$ cat src/rtl/core/weighted_round_robin_select_top_macros.svh
// ----------------------------------------------------------------------------
// Assertion macros for the weighted round robin selector
// Shared implication checks, clocked and disabled under reset.
// ----------------------------------------------------------------------------
`ifndef WEIGHTED_ROUND_ROBIN_SELECT_TOP_MACROS_SVH
`define WEIGHTED_ROUND_ROBIN_SELECT_TOP_MACROS_SVH

// same-cycle implication
`define WRRS_ASSERT_NOW(lbl, clk, rst, ante, cons) \
   lbl: assert property (@(posedge clk) disable iff (rst) (ante) |-> (cons)) \
      else $error("wrrs check failed");

// next-cycle implication
`define WRRS_ASSERT_NEXT(lbl, clk, rst, ante, cons) \
   lbl: assert property (@(posedge clk) disable iff (rst) (ante) |=> (cons)) \
      else $error("wrrs check failed");

`endif

$ cat src/rtl/core/wrrs_pkg.sv
// ----------------------------------------------------------------------------
// wrrs_pkg
// Types and constants shared by the weighted round robin selector.
// ----------------------------------------------------------------------------
package wrrs_pkg;

   localparam int MAX_BACKENDS = 8;
   localparam int MASK_W       = 8;
   localparam int WEIGHT_W     = 8;
   localparam int BACKEND_W    = 3;
   localparam int CSR_IDX_W    = 4;
   localparam int COUNT_WIDTH  = 64;
   localparam int TOT_W        = 11;
   localparam int CTR_W        = $clog2(COUNT_WIDTH);
   localparam int STEP_W       = 3;

   typedef logic [2:0]        op_type;
   typedef logic [2:0]        cond_type;
   typedef logic [STEP_W-1:0] step_type;
   typedef logic [CTR_W-1:0]  ctr_type;

   localparam op_type OP_IDLE  = 3'd0;
   localparam op_type OP_ACCUM = 3'd1;
   localparam op_type OP_SETUP = 3'd2;
   localparam op_type OP_DIV   = 3'd3;
   localparam op_type OP_SCAN  = 3'd4;
   localparam op_type OP_INC   = 3'd5;
   localparam op_type OP_EMIT  = 3'd6;

   localparam cond_type COND_ALWAYS   = 3'd0;
   localparam cond_type COND_REQ      = 3'd1;
   localparam cond_type COND_BE_LAST  = 3'd2;
   localparam cond_type COND_BIT_LAST = 3'd3;
   localparam cond_type COND_ZERO     = 3'd4;
   localparam cond_type COND_HIT      = 3'd5;
   localparam cond_type COND_OUT_FREE = 3'd6;

   typedef struct packed {
      op_type   op;
      cond_type cond;
      step_type target;
      logic     hold;
   } ucode_type;

   typedef struct packed {
      op_type  op;
      ctr_type ctr;
   } ctl_type;

   typedef struct packed {
      logic total_zero;
      logic hit;
      logic out_free;
   } sts_type;

endpackage

$ cat src/rtl/core/wrrs_req_if.sv
// ----------------------------------------------------------------------------
// wrrs_req_if
// Request channel: backend availability mask.
// ----------------------------------------------------------------------------
interface wrrs_req_if;
   logic                          valid;
   logic                          ready;
   logic [wrrs_pkg::MASK_W-1:0]   available_mask;

   modport source (output valid, output available_mask, input ready);
   modport sink   (input valid, input available_mask, output ready);
endinterface

$ cat src/rtl/core/wrrs_rsp_if.sv
// ----------------------------------------------------------------------------
// wrrs_rsp_if
// Response channel: selection result.
// ----------------------------------------------------------------------------
interface wrrs_rsp_if;
   logic                            valid;
   logic                            ready;
   logic                            found;
   logic [wrrs_pkg::BACKEND_W-1:0]  chosen_backend;

   modport source (output valid, output found, output chosen_backend, input ready);
   modport sink   (input valid, input found, input chosen_backend, output ready);
endinterface

$ cat src/rtl/core/weighted_round_robin_select_top.sv
// ----------------------------------------------------------------------------
// weighted_round_robin_select_top
// Weighted round robin backend selector driven by a microcoded sequencer.
//
//   channel | dir | handshake            | payload
//   req     | in  | req.valid/req.ready  | available_mask[7:0]
//   rsp     | out | rsp.valid/rsp.ready  | found, chosen_backend[2:0]
//   csr     | in  | csr_we               | csr_index[3:0], csr_wdata[7:0]
//
// One request at a time: accept, sum over NUM_BACKENDS weights, setup, modulo
// of the 64-bit request counter (one counter bit per cycle), scan of up to
// NUM_BACKENDS slots, increment, emit; with no backend available, setup goes to emit.
// Reset is synchronous; no clearing pass. A stalled response stays in its
// register while the next request is taken and worked on.
// ----------------------------------------------------------------------------
module weighted_round_robin_select_top #(
   parameter int NUM_BACKENDS = 8
) (
   input  logic                            clock,
   input  logic                            reset,
   wrrs_req_if.sink                        req,
   wrrs_rsp_if.source                      rsp,
   input  logic                            csr_we,
   input  logic [wrrs_pkg::CSR_IDX_W-1:0]  csr_index,
   input  logic [wrrs_pkg::WEIGHT_W-1:0]   csr_wdata
);
   import wrrs_pkg::*;

   ctl_type ctl;
   sts_type sts;

   wrrs_sequencer #(
      .NUM_BACKENDS (NUM_BACKENDS)
   ) u_seq (
      .clock     (clock),
      .reset     (reset),
      .req_valid (req.valid),
      .sts       (sts),
      .ctl       (ctl)
   );

   wrrs_datapath #(
      .NUM_BACKENDS (NUM_BACKENDS)
   ) u_dp (
      .clock      (clock),
      .reset      (reset),
      .csr_we     (csr_we),
      .csr_index  (csr_index),
      .csr_wdata  (csr_wdata),
      .ctl        (ctl),
      .req_mask   (req.available_mask),
      .rsp_ready  (rsp.ready),
      .sts        (sts),
      .rsp_valid  (rsp.valid),
      .rsp_found  (rsp.found),
      .rsp_chosen (rsp.chosen_backend)
   );

   assign req.ready = (ctl.op == OP_IDLE);

endmodule

$ cat src/rtl/core/wrrs_sequencer.sv
// ----------------------------------------------------------------------------
// wrrs_sequencer
// Microcode store, step counter, loop counter and jump condition logic.
// ----------------------------------------------------------------------------
module wrrs_sequencer #(
   parameter int NUM_BACKENDS = 8
) (
   input  logic              clock,
   input  logic              reset,
   input  logic              req_valid,
   input  wrrs_pkg::sts_type sts,
   output wrrs_pkg::ctl_type ctl
);
   import wrrs_pkg::*;

   localparam step_type S_IDLE  = 3'd0;
   localparam step_type S_ACCUM = 3'd1;
   localparam step_type S_SETUP = 3'd2;
   localparam step_type S_DIV   = 3'd3;
   localparam step_type S_SCAN  = 3'd4;
   localparam step_type S_INC   = 3'd5;
   localparam step_type S_EMIT  = 3'd6;

   localparam ctr_type BE_LAST  = CTR_W'(NUM_BACKENDS - 1);
   localparam ctr_type BIT_LAST = CTR_W'(COUNT_WIDTH - 1);

   step_type  step_ff, step_in;
   ctr_type   ctr_ff, ctr_in;
   ucode_type uw;
   logic      met;

   // control store
   always_comb begin
      unique case (step_ff)
         S_IDLE:  uw = '{op: OP_IDLE,  cond: COND_REQ,      target: S_ACCUM, hold: 1'b1};
         S_ACCUM: uw = '{op: OP_ACCUM, cond: COND_BE_LAST,  target: S_SETUP, hold: 1'b1};
         S_SETUP: uw = '{op: OP_SETUP, cond: COND_ZERO,     target: S_EMIT,  hold: 1'b0};
         S_DIV:   uw = '{op: OP_DIV,   cond: COND_BIT_LAST, target: S_SCAN,  hold: 1'b1};
         S_SCAN:  uw = '{op: OP_SCAN,  cond: COND_HIT,      target: S_INC,   hold: 1'b1};
         S_INC:   uw = '{op: OP_INC,   cond: COND_ALWAYS,   target: S_EMIT,  hold: 1'b1};
         S_EMIT:  uw = '{op: OP_EMIT,  cond: COND_OUT_FREE, target: S_IDLE,  hold: 1'b1};
         default: uw = '{op: OP_IDLE,  cond: COND_ALWAYS,   target: S_IDLE,  hold: 1'b1};
      endcase
   end

   always_comb begin
      unique case (uw.cond)
         COND_ALWAYS:   met = 1'b1;
         COND_REQ:      met = req_valid;
         COND_BE_LAST:  met = (ctr_ff == BE_LAST);
         COND_BIT_LAST: met = (ctr_ff == BIT_LAST);
         COND_ZERO:     met = sts.total_zero;
         COND_HIT:      met = sts.hit || (ctr_ff == BE_LAST);
         COND_OUT_FREE: met = sts.out_free;
         default:       met = 1'b1;
      endcase
   end

   always_comb begin
      if (met) begin
         step_in = uw.target;
      end else if (uw.hold) begin
         step_in = step_ff;
      end else begin
         step_in = step_ff + step_type'(1);
      end
      ctr_in = (met || !uw.hold) ? '0 : ctr_ff + ctr_type'(1);
   end

   always_ff @(posedge clock) begin
      if (reset) begin
         step_ff <= S_IDLE;
         ctr_ff  <= '0;
      end else begin
         step_ff <= step_in;
         ctr_ff  <= ctr_in;
      end
   end

   assign ctl = '{op: uw.op, ctr: ctr_ff};

endmodule

$ cat src/rtl/core/wrrs_datapath.sv
// ----------------------------------------------------------------------------
// wrrs_datapath
// Weight registers, request counter, slot accumulator, serial modulo
// and slot scan, plus the response register.
// ----------------------------------------------------------------------------
`include "weighted_round_robin_select_top_macros.svh"

module wrrs_datapath #(
   parameter int NUM_BACKENDS = 8
) (
   input  logic                              clock,
   input  logic                              reset,
   input  logic                              csr_we,
   input  logic [wrrs_pkg::CSR_IDX_W-1:0]    csr_index,
   input  logic [wrrs_pkg::WEIGHT_W-1:0]     csr_wdata,
   input  wrrs_pkg::ctl_type                 ctl,
   input  logic [wrrs_pkg::MASK_W-1:0]       req_mask,
   input  logic                              rsp_ready,
   output wrrs_pkg::sts_type                 sts,
   output logic                              rsp_valid,
   output logic                              rsp_found,
   output logic [wrrs_pkg::BACKEND_W-1:0]    rsp_chosen
);
   import wrrs_pkg::*;

   localparam int IDX_W = (NUM_BACKENDS > 1) ? $clog2(NUM_BACKENDS) : 1;
   localparam logic [COUNT_WIDTH-1:0] CNT_ONE = COUNT_WIDTH'(1);

   logic [WEIGHT_W-1:0]     weight_ff [NUM_BACKENDS];
   logic [COUNT_WIDTH-1:0]  count_ff, count_in;
   logic [NUM_BACKENDS-1:0] mask_ff, mask_in;
   logic [TOT_W-1:0]        total_ff, total_in;
   logic [TOT_W-1:0]        rem_ff, rem_in;
   logic [COUNT_WIDTH-1:0]  dvd_ff, dvd_in;
   logic [IDX_W-1:0]        chosen_ff, chosen_in;
   logic                    rsp_valid_ff, rsp_valid_in;
   logic                    found_ff, found_in;
   logic [BACKEND_W-1:0]    rsp_chosen_ff, rsp_chosen_in;

   logic [IDX_W-1:0]        idx;
   logic [WEIGHT_W-1:0]     w_raw, w_eff;
   logic                    usable, hit, out_free, total_zero, ge;
   logic [TOT_W:0]          rem_sh, rem_diff;

   assign idx        = ctl.ctr[IDX_W-1:0];
   assign w_raw      = weight_ff[idx];
   assign w_eff      = (w_raw == '0) ? WEIGHT_W'(1) : w_raw;
   assign usable     = mask_ff[idx];
   assign hit        = usable && (rem_ff < TOT_W'(w_eff));
   assign out_free   = !rsp_valid_ff || rsp_ready;
   assign total_zero = (total_ff == '0);
   assign rem_sh     = {rem_ff, dvd_ff[COUNT_WIDTH-1]};
   assign ge         = (rem_sh >= {1'b0, total_ff});
   assign rem_diff   = rem_sh - {1'b0, total_ff};

   always_comb begin
      count_in      = count_ff;
      mask_in       = mask_ff;
      total_in      = total_ff;
      rem_in        = rem_ff;
      dvd_in        = dvd_ff;
      chosen_in     = chosen_ff;
      rsp_valid_in  = rsp_valid_ff && !rsp_ready;
      found_in      = found_ff;
      rsp_chosen_in = rsp_chosen_ff;
      unique case (ctl.op)
         OP_IDLE: begin
            mask_in  = req_mask[NUM_BACKENDS-1:0];
            total_in = '0;
         end
         OP_ACCUM: begin
            if (usable) begin
               total_in = total_ff + TOT_W'(w_eff);
            end
         end
         OP_SETUP: begin
            rem_in = '0;
            dvd_in = count_ff;
         end
         OP_DIV: begin
            rem_in = ge ? rem_diff[TOT_W-1:0] : rem_sh[TOT_W-1:0];
            dvd_in = {dvd_ff[COUNT_WIDTH-2:0], 1'b0};
         end
         OP_SCAN: begin
            if (hit) begin
               chosen_in = idx;
            end else if (usable) begin
               rem_in = rem_ff - TOT_W'(w_eff);
            end
         end
         OP_INC: begin
            count_in = count_ff + CNT_ONE;
         end
         OP_EMIT: begin
            if (out_free) begin
               rsp_valid_in  = 1'b1;
               found_in      = !total_zero;
               rsp_chosen_in = total_zero ? '0 : BACKEND_W'(chosen_ff);
            end
         end
         default: begin
         end
      endcase
   end

   always_ff @(posedge clock) begin
      if (reset) begin
         for (int i = 0; i < NUM_BACKENDS; i++) begin
            weight_ff[i] <= WEIGHT_W'(1);
         end
      end else if (csr_we && (csr_index < CSR_IDX_W'(NUM_BACKENDS))) begin
         weight_ff[csr_index[IDX_W-1:0]] <= csr_wdata;
      end
   end

   always_ff @(posedge clock) begin
      if (reset) begin
         count_ff     <= '0;
         rsp_valid_ff <= 1'b0;
      end else begin
         count_ff     <= count_in;
         rsp_valid_ff <= rsp_valid_in;
      end
   end

   always_ff @(posedge clock) begin
      mask_ff       <= mask_in;
      total_ff      <= total_in;
      rem_ff        <= rem_in;
      dvd_ff        <= dvd_in;
      chosen_ff     <= chosen_in;
      found_ff      <= found_in;
      rsp_chosen_ff <= rsp_chosen_in;
   end

   assign sts        = '{total_zero: total_zero, hit: hit, out_free: out_free};
   assign rsp_valid  = rsp_valid_ff;
   assign rsp_found  = found_ff;
   assign rsp_chosen = rsp_chosen_ff;

   `WRRS_ASSERT_NOW(a_div_nonzero, clock, reset, ctl.op == OP_DIV, !total_zero)
   `WRRS_ASSERT_NOW(a_slot_in_range, clock, reset, ctl.op == OP_SCAN, rem_ff < total_ff)
   `WRRS_ASSERT_NEXT(a_count_step, clock, reset, ctl.op == OP_INC, count_ff == $past(count_ff) + CNT_ONE)
   `WRRS_ASSERT_NOW(a_none_zero, clock, reset, rsp_valid_ff && !found_ff, rsp_chosen_ff == '0)

endmodule
$ cat src/flat_wrapper.sv
// flat-port wrapper written by rule: the top's interface ports become plain ports
module weighted_round_robin_select_top_flat import wrrs_pkg::*;
#(
   parameter int NUM_BACKENDS = 8
)
  (clock, reset, csr_we, csr_index, csr_wdata, req_valid, req_available_mask, req_ready, rsp_valid, rsp_found, rsp_chosen_backend, rsp_ready);
  wrrs_req_if req_i ();
  wrrs_rsp_if rsp_i ();
  input  logic clock;
  input  logic reset;
  input  logic csr_we;
  input  logic [wrrs_pkg::CSR_IDX_W-1:0] csr_index;
  input  logic [wrrs_pkg::WEIGHT_W-1:0] csr_wdata;
  input wire logic [$bits(req_i.valid)-1:0] req_valid;
  input wire logic [$bits(req_i.available_mask)-1:0] req_available_mask;
  output wire logic [$bits(req_i.ready)-1:0] req_ready;
  output wire logic [$bits(rsp_i.valid)-1:0] rsp_valid;
  output wire logic [$bits(rsp_i.found)-1:0] rsp_found;
  output wire logic [$bits(rsp_i.chosen_backend)-1:0] rsp_chosen_backend;
  input wire logic [$bits(rsp_i.ready)-1:0] rsp_ready;
  assign req_i.valid = req_valid;
  assign req_i.available_mask = req_available_mask;
  assign req_ready = req_i.ready;
  assign rsp_valid = rsp_i.valid;
  assign rsp_found = rsp_i.found;
  assign rsp_chosen_backend = rsp_i.chosen_backend;
  assign rsp_i.ready = rsp_ready;
  weighted_round_robin_select_top #(.NUM_BACKENDS(NUM_BACKENDS)) u_core (.clock(clock), .reset(reset), .req(req_i), .rsp(rsp_i), .csr_we(csr_we), .csr_index(csr_index), .csr_wdata(csr_wdata));
endmodule
$ cat config.mk
export PLATFORM = sky130hd
export DESIGN_NAME = weighted_round_robin_select_top_flat
export DESIGN_NICKNAME = d
export VERILOG_FILES = /design/src/rtl/core/wrrs_pkg.sv /design/src/rtl/core/wrrs_req_if.sv /design/src/rtl/core/wrrs_rsp_if.sv /design/src/rtl/core/weighted_round_robin_select_top.sv /design/src/rtl/core/wrrs_sequencer.sv /design/src/rtl/core/wrrs_datapath.sv /design/src/flat_wrapper.sv
export VERILOG_INCLUDE_DIRS = /design/src /design/src/rtl/core
export SDC_FILE = /design/constraint.sdc
export NUM_CORES = 1
export LEC_CHECK = 0
export ABC_AREA = 1
export BUFFER_PORTS_ARGS = -buffer_cell sky130_fd_sc_hd__buf_4
export CORE_MARGIN = 5
export CORE_UTILIZATION = 45
export CTS_BUF_LIST = sky130_fd_sc_hd__clkbuf_4
export CTS_CLUSTER_SIZE = 25
export DETAILED_ROUTE_END_ITERATION = 16
export PLACE_DENSITY = 0.66
export SYNTH_ARGS = -nofsm -noshare
export SYNTH_HDL_FRONTEND = slang
export SYNTH_SLANG_ARGS = --single-unit
$ cat constraint.sdc
create_clock -name clock -period 14.9 [get_ports clock]
set_clock_uncertainty 0.1 [all_clocks]
set_input_delay 2.98 -clock clock [delete_from_list [all_inputs] [get_ports clock]]
set_output_delay 2.98 -clock clock [all_outputs]
set_load 0.01 [all_outputs]
# Word-level counts from Yosys, hierarchy flattened
# Memories as Yosys holds them, arrays and structs flattened. A register that Yosys moved wholly into a read port is not among the register bits.
# Index checks and enable logic that the tools add are counted.
op_classes:
  n_addsub: 6
  magnitude_cmp: 4
  eq_ne: 24
  n_mux: 25
  n_reduce_logical: 23
op_table:
  columns: ["op", "count"]
  rows:
  - ["case mux 64 bit (2 select lines)", 1]
  - ["case mux 10 bit (7 select lines)", 1]
  - ["adder 64 x 1 -> 64 bit (second input constant)", 1]
  - ["2-to-1 mux 11 bit", 4]
  - ["case mux 11 bit (3 select lines)", 1]
  - ["equality test 3 bit (second input constant)", 9]
  - ["case mux 11 bit (2 select lines)", 1]
  - ["equality test 3 x 2 -> 1 bit (second input constant)", 6]
  - ["2-to-1 mux 8 bit", 2]
  - ["greater-or-equal comparator 12 x 11 -> 1 bit", 1]
  - ["2-to-1 mux 3 bit", 4]
  - ["adder 11 x 8 -> 11 bit", 1]
  - ["logical NOT 11 bit", 1]
  - ["< comparator 11 x 8 -> 1 bit", 1]
  - ["subtractor 11 bit", 1]
  - ["subtractor 11 x 8 -> 11 bit", 1]
  - ["equality test 3 x 1 -> 1 bit (second input constant)", 3]
  - ["2-to-1 mux 1 bit", 9]
  - ["logical NOT 8 bit", 1]
  - ["OR reduction 8 bit", 1]
  - ["adder 6 x 1 -> 6 bit (second input constant)", 1]
  - ["equality test 6 x 3 -> 1 bit (second input constant)", 1]
  - ["equality test 6 bit (second input constant)", 1]
  - ["logical NOT 3 bit", 2]
  - ["other kinds (15)", 27]
totals:
  reg_bits: 175
  ramBits: 64
  out_inout_bits: 6
  word_cells: 94
  mem_count: 1
memory_table:
  columns: ["memory", "depth", "word_bits", "read_ports", "rd_clocked_by_memory_dff", "write_ports", "line_no", "text"]
  rows:
  - ["u_core.u_dp.weight_ff", 8, 8, 1, 1, 8, "wrrs_datapath.sv:29", "logic [WEIGHT_W-1:0] weight_ff [NUM_BACKENDS];"]

# Longest topological paths before layout
# Gate-level depths: netlist of the first run.
logic_depth:
  depth_word: 9
  depth_mapped: 25
  depth_no_buf: 24

# Modules after synthesis
# Synthesis of the first run repeated with hierarchy kept, for this count alone.
hier_totals:
  cells_unflattened: 1669
  hier_area_um2: 13188.9
by_module_without_submodules:
  columns: ["mod", "n_inst", "cells_per_inst", "area_each_um2", "seq_area_each_um2"]
  rows:
  - ["wrrs_datapath", 1, 1561, 12458.2, 6256.0]
  - ["wrrs_sequencer", 1, 104, 713.2, 180.2]
  - ["weighted_round_robin_select_top", 1, 4, 17.5, 0.0]

# Worst setup path before layout of the first run
# No wires, ideal clock.
synth_timing:
  path_type: "reg-to-reg"
  from: "register u_core.u_seq.step_ff[0]"
  to: "register u_core.u_dp.rem_ff[0] (enable)"
  t_arrival_ps: 6276
  path_slack_ps: 8193
  stages_incl_launch_ff: 8
  synth_period_minus_slack_ps: 6707
  cell_sequence: "dfxtp_1 > inv_1 > ha_1 > inv_1 > a31oi_4 > nor2_1 > o21ai_0 > a31o_2"
synth_between:
  elab_chain_len: 5
  word_cells_on_any_way: 15
synth_lines:
  columns: ["item", "line_no", "text"]
  rows:
  - ["start: declaration", "wrrs_sequencer.sv:27", "step_type step_ff, step_in;"]
  - ["start signal: assignment", "wrrs_sequencer.sv:75", "step_ff <= step_in;"]
  - ["equality test 3 bit, or another cell as far along", "wrrs_sequencer.sv:34", "unique case (step_ff)"]
  - ["case mux 10 bit (7 select lines) *", "wrrs_sequencer.sv:34", null]
  - ["equality test 3 bit / equality test 3 x 2 -> 1 bit (equally long branches)", "wrrs_datapath.sv:66", "unique case (ctl.op)"]
  - ["inequality test 2 bit (no line) / nonzero test 3 bit (equally long branches)", null, null]
  - ["AND reduction 3 bit (no line) *", null, null]
  - ["end signal: assignment", "wrrs_datapath.sv:129", "rem_ff <= rem_in;"]
  - ["end: declaration", "wrrs_datapath.sv:33", "logic [TOT_W-1:0] rem_ff, rem_in;"]
# Every way passes the cells marked *; elsewhere a longest branch is shown, timed or not.
# A chain may end at the register's enable or synchronous reset.

# Final worst setup path of the first run
layout_timing:
  from: "register u_core.u_seq.step_ff[2]"
  to: "output req_ready"
layout_between:
  elab_chain_len: 3
  word_cells_on_any_way: 9
layout_lines:
  columns: ["item", "line_no", "text"]
  rows:
  - ["equality test 3 bit, or another cell as far along", "wrrs_sequencer.sv:34", null]
  - ["case mux 10 bit (7 select lines) *", "wrrs_sequencer.sv:34", null]
  - ["logical NOT 3 bit *", "weighted_round_robin_select_top.sv:59", "assign req.ready = (ctl.op == OP_IDLE);"]
  - ["end: declaration", "flat_wrapper.sv:16", "output wire logic [$bits(req_i.ready)-1:0] req_ready;"]
# Marked as above.

==> flow_metrics.tcl, run 1 <==
set metrics [dict create \
    max_freq_ghz 0.1573 \
    required_ps 11820 \
    whs_path_depth 2 \
    run_status "finished clean" \
    multi_input_area_um2 5603 \
    first_global_vias 10720 \
    fin_nets 1702 \
    setup.worst_path.class "reg -> out" \
    initialDrtViolationCount 836 \
    post_cts_resized 0 \
    crit_path_max_incr_delay_ps 760 \
    hold_class "reg -> reg" \
    ios 31 \
    synth.distinct_cells 54 \
    numClockSinks 239 \
    drt-pass1-iter-count 6 \
    core_um2 28550 \
    r2r_start "u_core.u_seq.ctr_ff[1]" \
    finalCriticalPeriod_ps 6357 \
    crit_slowest_cell "nor4_2" \
    grt.total_usage_pct 19.80 \
    wl_per_cell_um 15.68 \
    nFillCells 2831 \
    ys_seq_area_share_pct 49.63 \
    startpoint_type "register" \
    drc 0 \
    rows 62 \
    place.gp.congestion 0.9143 \
    syn_area_um2 12970 \
    async_reset_ff_share_pct 0 \
    htree_levels 3 \
    cp.arrival_ps 3280 \
    holdWs_ps 361.5 \
    clock_path_buffers 3 \
    die_area_um2 32310 \
    port_buffers 30 \
    pre_cts_slack_ps 9181 \
    dp_hpwl_um 22790 \
    instances_no_fill 2078 \
    drv_cap 0 \
    syn_inst 1575 \
    synth-edff-count 165 \
    critPathTopFamily "simple AND/OR/NAND/NOR gates" \
    hp-start "u_core.u_seq.ctr_ff[3]" \
    grt_setup_unrepaired "no" \
    cp_num_buf_inv 4 \
    reg2reg_to "u_core.u_dp.total_ff[10]" \
    slew_headroom_pct 31.75 \
    grt_pass1_wl_um 53160 \
    cts_root_buffer "clkbuf_4" \
    clkTransAtPathRegs_ps 70 \
    ys_warn_count 0 \
    routed_wl_um 32580 \
    synth.top_cell.area_share_pct 38.21 \
    cp_max_fo 10 \
    p_per_area_nw_per_um2 159.2 \
    cts_buffers 68 \
    ant_nets 0 \
    syn_nets 1637 \
    ctsHoldBuffers 0 \
    hold_end "u_core.u_seq.ctr_ff[3]" \
    avgSynthCellArea_um2 8.234 \
    antenna_found_initial 1 \
    yosys_most_used_dff "edfxtp_1" \
    clock_latency_ps 660 \
    max-vdd-ir-drop_v 0.00006042 \
    drt-vias-per-instance 5.261 \
    p_leak_nw 5.502 \
    synthTopCellsByArea "edfxtp_1, dfxtp_1, nand2_1" \
    die_h_um 179.8 \
    hold_violations 0 \
    start_util_pct 45.43 \
    area_delta_synth_final_pct 11.38 \
    grt_max_degree 120 \
    cts_tree "built" \
    die_x_um 179.8 \
    timing.final.crit_share_pct 42.66 \
    postCtsSetupRepairBufs 0 \
    setup_viol 0 \
    r2r_slack_ps 10170 \
    drv_slew 0 \
    worstMarginPinSlew_ps 1015 \
    critPathCaptureType "output port" \
    drive_above_1_share_pct 11.99 \
    dp_cells 1954 \
    regArea_um2 6436 \
    overflow 0 \
    via_count 10930 \
    yosysTopAreaCell "edfxtp_1" \
    ys_ff_latch 239 \
    setup_tns_ps 0 \
    path_cells "inv_4 -> ha_1 -> inv_1 -> o211ai_1 -> nor2_1 -> nand2_1 -> nand2_1 -> inv_1 -> nor4_2 -> buf_4" \
    layout_setup_ws_ps 8543 \
    rr_worst_depth 19 \
]
[synthesized netlist by cell type, types with 6 or more instances]
library cell and instances:
nor2_2 10, nor4_1 10, inv_1 203, a31oi_1 8, nand4_1 39, nand3_1 46, edfxtp_1 165, clkbuf_1 28
nor2_4 7, dfxtp_1 74, nor2_1 226, nor3_1 55, nand2_2 6, buf_2 8, o21ai_0 155, ha_1 34
xor2_1 24, nand2_1 313, a21oi_1 69, o22ai_1 19
[state kept, by name, summed over array words and instances, names as in the netlist]
| name | count |
|---|---|
| u_core.u_dp.count_ff | 64 |
| u_core.u_dp.dvd_ff | 64 |
| u_core.u_dp.weight_ff | 64 |
| u_core.u_dp.rem_ff | 11 |
| u_core.u_dp.total_ff | 11 |
| u_core.u_dp.mask_ff | 8 |
| u_core.u_seq.ctr_ff | 6 |
| u_core.u_dp.chosen_ff | 3 |
| u_core.u_dp.rsp_chosen | 3 |
| u_core.u_seq.step_ff | 3 |
| u_core.u_dp.rsp_found | 1 |
| u_core.u_dp.rsp_valid | 1 |
[cell families after synthesis]
family          share of synthesized area (%)
compound gates                          11.65
xor+xnor                                1.823
fa+ha+maj                               3.743
buf+inv                                 7.361
flops                                   49.63
simple gates                            25.79
[layer usage]
layer	track usage [%]	vias to the layer above	share of wire, %	wire [um]
met5	0	-	0	0
met4	6.035	0	2.1	668
met3	4.143	58	6.2	2024
met2	33.12	330	47	15270
met1	25.98	5053	45	14610
li1	-	5491	-	-
[placed cells by master (no fill, tap or decap), types with 6 or more instances in the layout]
cell type  count
nand2_1      313
nor2_1       225
inv_1        203
edfxtp_1     165
o21ai_0      154
clkbuf_4     110
dfxtp_1       74
a21oi_1       69
nor3_1        55
nand3_1       46
nand4_1       39
ha_1          34
buf_4         34
xor2_1        24
o22ai_1       19
clkinv_1      12
nor2_2        10
nor4_1         9
a31oi_1        8
nor2_4         8
nand2_2        6
[worst max-delay path by stage]
stage / slack, ps / endpoint / cells after the start / from
after floorplan: 8190 / u_core.u_dp.rem_ff[0] / 7 / u_core.u_seq.step_ff[0]
after global placement: 9220 / req_ready / 10 / u_core.u_seq.step_ff[2]
after detailed placement: 9180 / req_ready / 10 / u_core.u_seq.step_ff[2]
after CTS: 8450 / req_ready / 10 / u_core.u_seq.step_ff[2]
after global routing: 8260 / req_ready / 10 / u_core.u_seq.step_ff[0]
final: 8540 / req_ready / 10 / u_core.u_seq.step_ff[2]
[stage by stage]
| stage | utilization (%) | instance area [um2] | power [mW] |
|---|---|---|---|
| 2_1_floorplan | - | 12970 | 1.483 |
| 3_3_place_gp | 47.52 | 13570 | 1.681 |
| 3_5_place_dp | 47.52 | 13570 | 1.691 |
| 4_1_cts | 50.59 | 14440 | 2.316 |
| 5_1_grt | 50.60 | 14450 | 2.476 |
| 6_report | 50.60 | 14450 | 2.300 |
[worst register-to-register path, cell delays in order, from the launching register on]
cell     delay, ps
dfxtp_1        870
inv_1          550
o21ai_0        280
o22ai_1        110
inv_1          100
o21ai_0        210
inv_1          200
nand4_1        110
o21ai_0        270
ha_1           260
inv_1           80
fa_1           410
nor2_1         170
nor2_1          70
nor2_1         120
o21ai_0        140
nand2_1        120
nand2_1         70
o21ai_0        150
a21oi_1         80
[layout make-up]
| cell class | instances | share of cell area (%) |
|---|---|---|
| clock buffers | 110 | 5.717 |
| multi-input cells | 1087 | 38.79 |
| flip-flops and latches | 239 | 44.56 |
| diodes | 1 | 0.01732 |
| well taps | 384 | 3.326 |
| inverters | 210 | 5.474 |
| clock inverters | 13 | 0.3551 |
| repair buffers | 34 | 1.767 |
[power breakdown]
group          leakage [nW]  internal, mW  switching (mW)  total (mW)
logic                  2.78         0.258           0.558       0.816
registers              2.19         0.824          0.0477       0.872
clock network         0.534         0.333           0.279       0.613
Note: power is estimated with default switching activity, not from simulation.
==> inputs of run 2 (changes only) <==
--- a/config.mk
+++ b/config.mk
@@ -6,7 +6,7 @@
 export SDC_FILE = /design/constraint.sdc
 export NUM_CORES = 1
 export LEC_CHECK = 0
-export ABC_AREA = 1
+export ABC_AREA = 0
 export BUFFER_PORTS_ARGS = -buffer_cell sky130_fd_sc_hd__buf_4
 export CORE_MARGIN = 5
 export CORE_UTILIZATION = 45
==> constraint.sdc (replaced) <==
create_clock -name clock -period 6.57 [get_ports clock]
set_clock_uncertainty 0.1 [all_clocks]
set_input_delay 1.314 -clock clock [delete_from_list [all_inputs] [get_ports clock]]
set_output_delay 1.314 -clock clock [all_outputs]
set_load 0.01 [all_outputs]
==> run 2 against run 1 <==
Critical endpoint is now u_core.u_dp.total_ff[10]. Via count shrank 22%. Non-clock buffer count grew 1. Largest power group unchanged. Largest cell class unchanged. Design area decreased by 7.4%. Sequential cell count stayed put.
==> flow_metrics.tcl, run 2 <==
set metrics [dict create \
    run_status "finished clean" \
    postCtsSetupRepairBufs 0 \
    first_global_vias 8349 \
    layout_setup_ws_ps 1437 \
    syn_nets 1218 \
    area_delta_synth_final_pct 10.85 \
    finalPower_mw 5.162 \
    htree_levels 2 \
    layout_common_cells "nand2_1, edfxtp_1, nor2_1, clkbuf_4, dfxtp_1" \
    antenna_found_initial 1 \
    syn_inst 1156 \
    hold_end "u_core.u_dp.count_ff[62]" \
    initialDrtViolationCount 566 \
    clkTransAtPathRegs_ps 70 \
    setup_viol 0 \
    setup.worst_path.class "reg -> reg" \
    grt.total_usage_pct 16.38 \
    fin_nets 1275 \
    max-vdd-ir-drop_v 0.0001527 \
    drive_above_1_share_pct 15.28 \
    worstMarginPinSlew_ps 1040 \
    start_util_pct 45.29 \
    synth.distinct_cells 63 \
    cp.arrival_ps 5450 \
    ys_seq_area_share_pct 53.32 \
    die_area_um2 30200 \
    clockPowerShare_pct 24.0 \
    max_freq_ghz 0.1948 \
    cts_root_buffer "clkbuf_4" \
    hold_class "reg -> reg" \
    r2r_start "u_core.u_seq.ctr_ff[0]" \
    drv_slew 0 \
    die_h_um 173.8 \
    die_x_um 173.8 \
    fin_util_pct 50.21 \
    ys_warn_count 0 \
    rr_worst_depth 15 \
    pwr-share-seq_pct 40.6 \
    routed_wl_um 24580 \
    synthTopCellsByArea "edfxtp_1, dfxtp_1, nand2_1" \
    post_cts_resized 0 \
    p_sw_share_pct 35.72 \
    drc 0 \
    avgSynthCellArea_um2 10.44 \
    r2r_slack_ps 1440 \
    p_per_area_nw_per_um2 385.8 \
    synth_common_cells "nand2_1, edfxtp_1, nor2_1" \
    critPathCaptureType "register" \
    synth.top_cell.area_share_pct 41.05 \
    clock_path_buffers 3 \
    synth_most_common_cell "nand2_1" \
    p_int_mw 3.319 \
    pwr-share-comb_pct 35.4 \
    p_sw_mw 1.844 \
    drt-vias-per-instance 5.304 \
    cts_tree "built" \
    ant_nets 0 \
    ctsHoldBuffers 0 \
    core_um2 26650 \
    yosysTopAreaCell "edfxtp_1" \
    overflow 0 \
    drt-pass1-iter-count 7 \
    required_ps 6880 \
    wl_per_cell_um 15.31 \
    async_reset_ff_share_pct 0 \
    synth-edff-count 165 \
    setup_tns_ps 0 \
    timing.final.crit_share_pct 78.13 \
    grt_pass1_wl_um 41690 \
    port_buffers 30 \
    cp_max_fo 15 \
    ys_ff_latch 239 \
    reg_top3 "u_core.u_dp.count_ff x64, u_core.u_dp.dvd_ff x64, u_core.u_dp.weight_ff x64" \
    cts_buffers 61 \
    finalCriticalPeriod_ps 5133 \
    startpoint_type "register" \
    grt_max_degree 79 \
    slew_headroom_pct 30.54 \
    yosys_most_used_dff "edfxtp_1" \
    reg2reg_to "u_core.u_dp.total_ff[10]" \
    layout_commonest_cell "nand2_1" \
    numClockSinks 239 \
    hold_violations 0 \
    dp_hpwl_um 16690 \
    clock_latency_ps 690 \
    hp-start "u_core.u_dp.count_ff[62]" \
    grt_setup_unrepaired "no" \
    via_count 8513 \
    place.gp.congestion 0.8779 \
    critPathLaunch "u_core.u_seq.ctr_ff[0]" \
    rows 60 \
    drv_cap 0 \
    whs_path_depth 2 \
    ios 31 \
    pre_cts_slack_ps 1415 \
    p_leak_nw 4.991 \
    syn_area_um2 12070 \
]
-- run 2: cell families after synthesis --
kind of cell / Yosys count / share of synthesized area [%]
AND/OR/NAND/NOR: 548 / 23.05
flip-flops: 239 / 53.32
AO/OA/AOI/OAI: 153 / 7.588
buffers and inverters: 83 / 2.830
XOR/XNOR: 62 / 4.499
adder cells (fa/ha/maj): 37 / 4.022
multiplexers: 34 / 4.685
-- run 2: power by group through the flow --
stage	Combinational [mW]	Sequential (mW)	Clock [mW]
floorplan	1.46	2.05	0
global placement	1.79	2.12	0
detailed placement	1.82	2.13	0
CTS	1.83	2.10	1.29
global route	2.04	2.12	1.37
finish	1.83	2.09	1.24
-- run 2: how the worst max path moves through the flow --
stage	to	slack, ps	cells after the start
after floorplan	u_core.u_dp.rem_ff[0]	1890	6
after global placement	u_core.u_dp.total_ff[10]	1630	15
after detailed placement	u_core.u_dp.total_ff[10]	1410	15
after CTS	u_core.u_dp.total_ff[10]	1390	15
after global routing	u_core.u_dp.total_ff[10]	940	15
final	u_core.u_dp.total_ff[10]	1440	15
-- run 2: metrics by stage --
| step | hold slack (ps) | std cells | instance area, um2 |
|---|---|---|---|
| after CTS | 386.9 | 1604 | 13380 |
| after global routing | 428.7 | 1605 | 13380 |
| final | 387.1 | 1605 | 13380 |
| after floorplan | 306.4 | 1156 | 12070 |
| after global placement | 365.7 | 1491 | 12600 |
| after detailed placement | 377.0 | 1491 | 12600 |
-- run 2: routing by layer --
metal,GRT usage [%],part of all wire (%),up-vias,routed length (um)
met5,0,0,-,0
met4,4.850,1.5,0,370
met3,3.206,4.0,37,995
met2,27.38,49,182,11940
met1,21.77,46,4039,11270
li1,-,-,4255,-
-- run 2: final cells by class --
cell class,instances,area [um2]
diodes,1,2.502
clock inverters,20,83.83
inverters,42,157.7
well taps,341,426.7
fillers,2404,13270
clock buffers,93,698.2
multi-input cells,834,5313
repair buffers,35,262.8
flip-flops and latches,239,6436
-- run 2: critical path, cell delays in order, from the launching register on --
cell	delay [ps]
dfxtp_1	840
buf_4	330
mux4_2	510
mux2i_1	350
nand4_1	150
o41ai_1	560
ha_1	260
inv_1	60
fa_1	370
nor2b_1	160
o21ai_0	120
a21oi_1	190
o21ai_0	150
a2111oi_0	510
xnor2_1	180
nor2_1	50
==> inputs of run 3 (changes only) <==
--- a/config.mk
+++ b/config.mk
@@ -6,7 +6,7 @@
 export SDC_FILE = /design/constraint.sdc
 export NUM_CORES = 1
 export LEC_CHECK = 0
-export ABC_AREA = 0
+export ABC_AREA = 1
 export BUFFER_PORTS_ARGS = -buffer_cell sky130_fd_sc_hd__buf_4
 export CORE_MARGIN = 5
 export CORE_UTILIZATION = 45
==> constraint.sdc (replaced) <==
create_clock -name clock -period 4.9 [get_ports clock]
set_clock_uncertainty 0.1 [all_clocks]
set_input_delay 0.98 -clock clock [delete_from_list [all_inputs] [get_ports clock]]
set_output_delay 0.98 -clock clock [all_outputs]
set_load 0.01 [all_outputs]
==> run 3 against run 2 <==
First-iteration DRC count up 51%. Final cell count grew 29%. Count of clock-buffer cells in the layout up 16. Hold slack lost 28 ps. Sequential share of layout area shrank 3.7 points. Clock power is 59% higher. Non-clock buffer count grew 1. Sequential power rose by 27%. Combinational power rose by 36%. Global-route usage rose by 3.2 points. Utilization up 0.63 points. Register-to-register slack worse by 260 ps. Largest power group unchanged.
==> flow_metrics.tcl, run 3 (synthesis results as in run 1) <==
set metrics [dict create \
    max_freq_ghz 0.2659 \
    die_x_um 179.8 \
    hold_end "u_core.u_seq.ctr_ff[3]" \
    setup_viol 0 \
    drc 0 \
    reg2reg_to "u_core.u_dp.rem_ff[10]" \
    grt_setup_unrepaired "no" \
    core_um2 28550 \
    overflow 0 \
    max-vdd-ir-drop_v 0.0002124 \
    hold_class "reg -> reg" \
    drv_slew 0 \
    numClockSinks 239 \
    p_leak_nw 5.526 \
    post_cts_resized 0 \
    startpoint_type "register" \
    fin_nets 1703 \
    postCtsSetupRepairBufs 0 \
    fin_util_pct 50.83 \
    clock_latency_ps 680 \
    drive_above_1_share_pct 12.17 \
    required_ps 3820 \
    slew_headroom_pct 30.06 \
    dp_hpwl_um 22890 \
    cp.arrival_ps 2680 \
    ctsHoldBuffers 0 \
    layout_commonest_cell "nand2_1" \
    layout_setup_ws_ps 1139 \
    cts_tree "built" \
    grt_pass1_wl_um 52770 \
    routed_wl_um 32420 \
    die_area_um2 32310 \
    grt_max_degree 120 \
    cts_root_buffer "clkbuf_4" \
    setup.worst_path.class "reg -> out" \
    design_area_um2 14510 \
    holdWs_ps 359.2 \
    path_cells "inv_4 -> ha_1 -> inv_1 -> o211ai_1 -> nor2_1 -> nand2_1 -> nand2_1 -> inv_1 -> nor4_2 -> buf_4" \
    ios 31 \
    drt-pass1-iter-count 6 \
    drv_cap 0 \
    drt-vias-per-instance 5.236 \
    port_buffers 30 \
    antenna_found_initial 1 \
    timing.final.crit_share_pct 76.75 \
    placed_cell_area_um2 13580 \
    nFillCells 2802 \
    p_per_area_nw_per_um2 488.9 \
    whs_path_depth 2 \
    htree_levels 3 \
    rows 62 \
    place.gp.congestion 0.9244 \
    start_util_pct 45.43 \
    wl_per_cell_um 15.60 \
    clkTransAtPathRegs_ps 60 \
    clock_path_buffers 3 \
    rr_worst_depth 20 \
    multi_input_area_um2 5603 \
    hold_violations 0 \
    initialDrtViolationCount 857 \
    pre_cts_slack_ps 1278 \
    reg_top3 "u_core.u_dp.count_ff x64, u_core.u_dp.dvd_ff x64, u_core.u_dp.weight_ff x64" \
    via_count 10880 \
    critPathLaunch "u_core.u_seq.step_ff[2]" \
    die_h_um 179.8 \
    grt.total_usage_pct 19.62 \
    r2r_start "u_core.u_seq.ctr_ff[0]" \
    hp-start "u_core.u_seq.ctr_ff[3]" \
    finalCriticalPeriod_ps 3761 \
    cts_buffers 67 \
    ant_nets 0 \
    cp_max_fo 8 \
    layout_common_cells "nand2_1, nor2_1, inv_1, edfxtp_1, o21ai_0" \
    first_global_vias 10490 \
    regArea_um2 6436 \
    setup_tns_ps 0 \
    crit_slowest_cell "dfxtp_1" \
    area_delta_synth_final_pct 11.90 \
    critPathCaptureType "output port" \
    worstMarginPinSlew_ps 1049 \
    crit_path_max_incr_delay_ps 510 \
    r2r_slack_ps 1180 \
    run_status "finished clean" \
]
==> run 3: cell types whose count changed in the layout (fill, tap and decap cells not counted), moves of 35 or more <==
cell,delta
and2_1,-64
inv_1,+161
nand2_1,+97
nor2_1,+127
nor3_1,+45
o21ai_0,+106
or3_1,-36
xnor2_1,-35
==> run 3: area by class of cell <==
class / count / share of cell area (%)
sequential: 239 / 44.35
clock buffer: 109 / 5.639
timing repair buffer: 36 / 1.862
multi-input combinational: 1087 / 38.61
antenna: 2 / 0.03449
clock inverter: 11 / 0.7415
inverter: 210 / 5.449
tap: 384 / 3.311
==> run 3: power breakdown <==
group / internal (mW) / switching [mW]
sequential: 2.51 / 0.140
combinational: 0.798 / 1.68
clock: 1.11 / 0.859
total: 4.42 / 2.68
==> run 3: how the worst max path moves through the flow <==
stage                                  end  slack [ps]  cells past startpoint
floorplan            u_core.u_dp.rem_ff[0]        1270                      7
global placement    u_core.u_dp.rem_ff[10]        1380                     20
detailed placement  u_core.u_dp.rem_ff[10]        1280                     20
CTS                              req_ready        1070                     10
global route        u_core.u_dp.rem_ff[10]         780                     20
finish                           req_ready        1140                     10
==> run 3: critical path, delay by kind of cell (launching register included) <==
family	cells	cell delay, ps
compound gates	1	110
flops	1	510
simple gates	4	680
fa+ha+maj	1	260
buf+inv	4	430
==> run 3: through the flow <==
step	std cells	power, mW
2_1_floorplan	1575	4.491
3_5_place_dp	1956	5.141
5_1_grt	2078	7.624
3_3_place_gp	1956	5.112
4_1_cts	2076	7.140
6_report	2078	7.095
==> run 3: routing by layer <==
metal / GRT usage [%] / share of wire, %
met1: 26.40 / 45
met3: 3.335 / 5.5
met5: 0 / 0
met4: 6.583 / 2.4
met2: 32.34 / 47
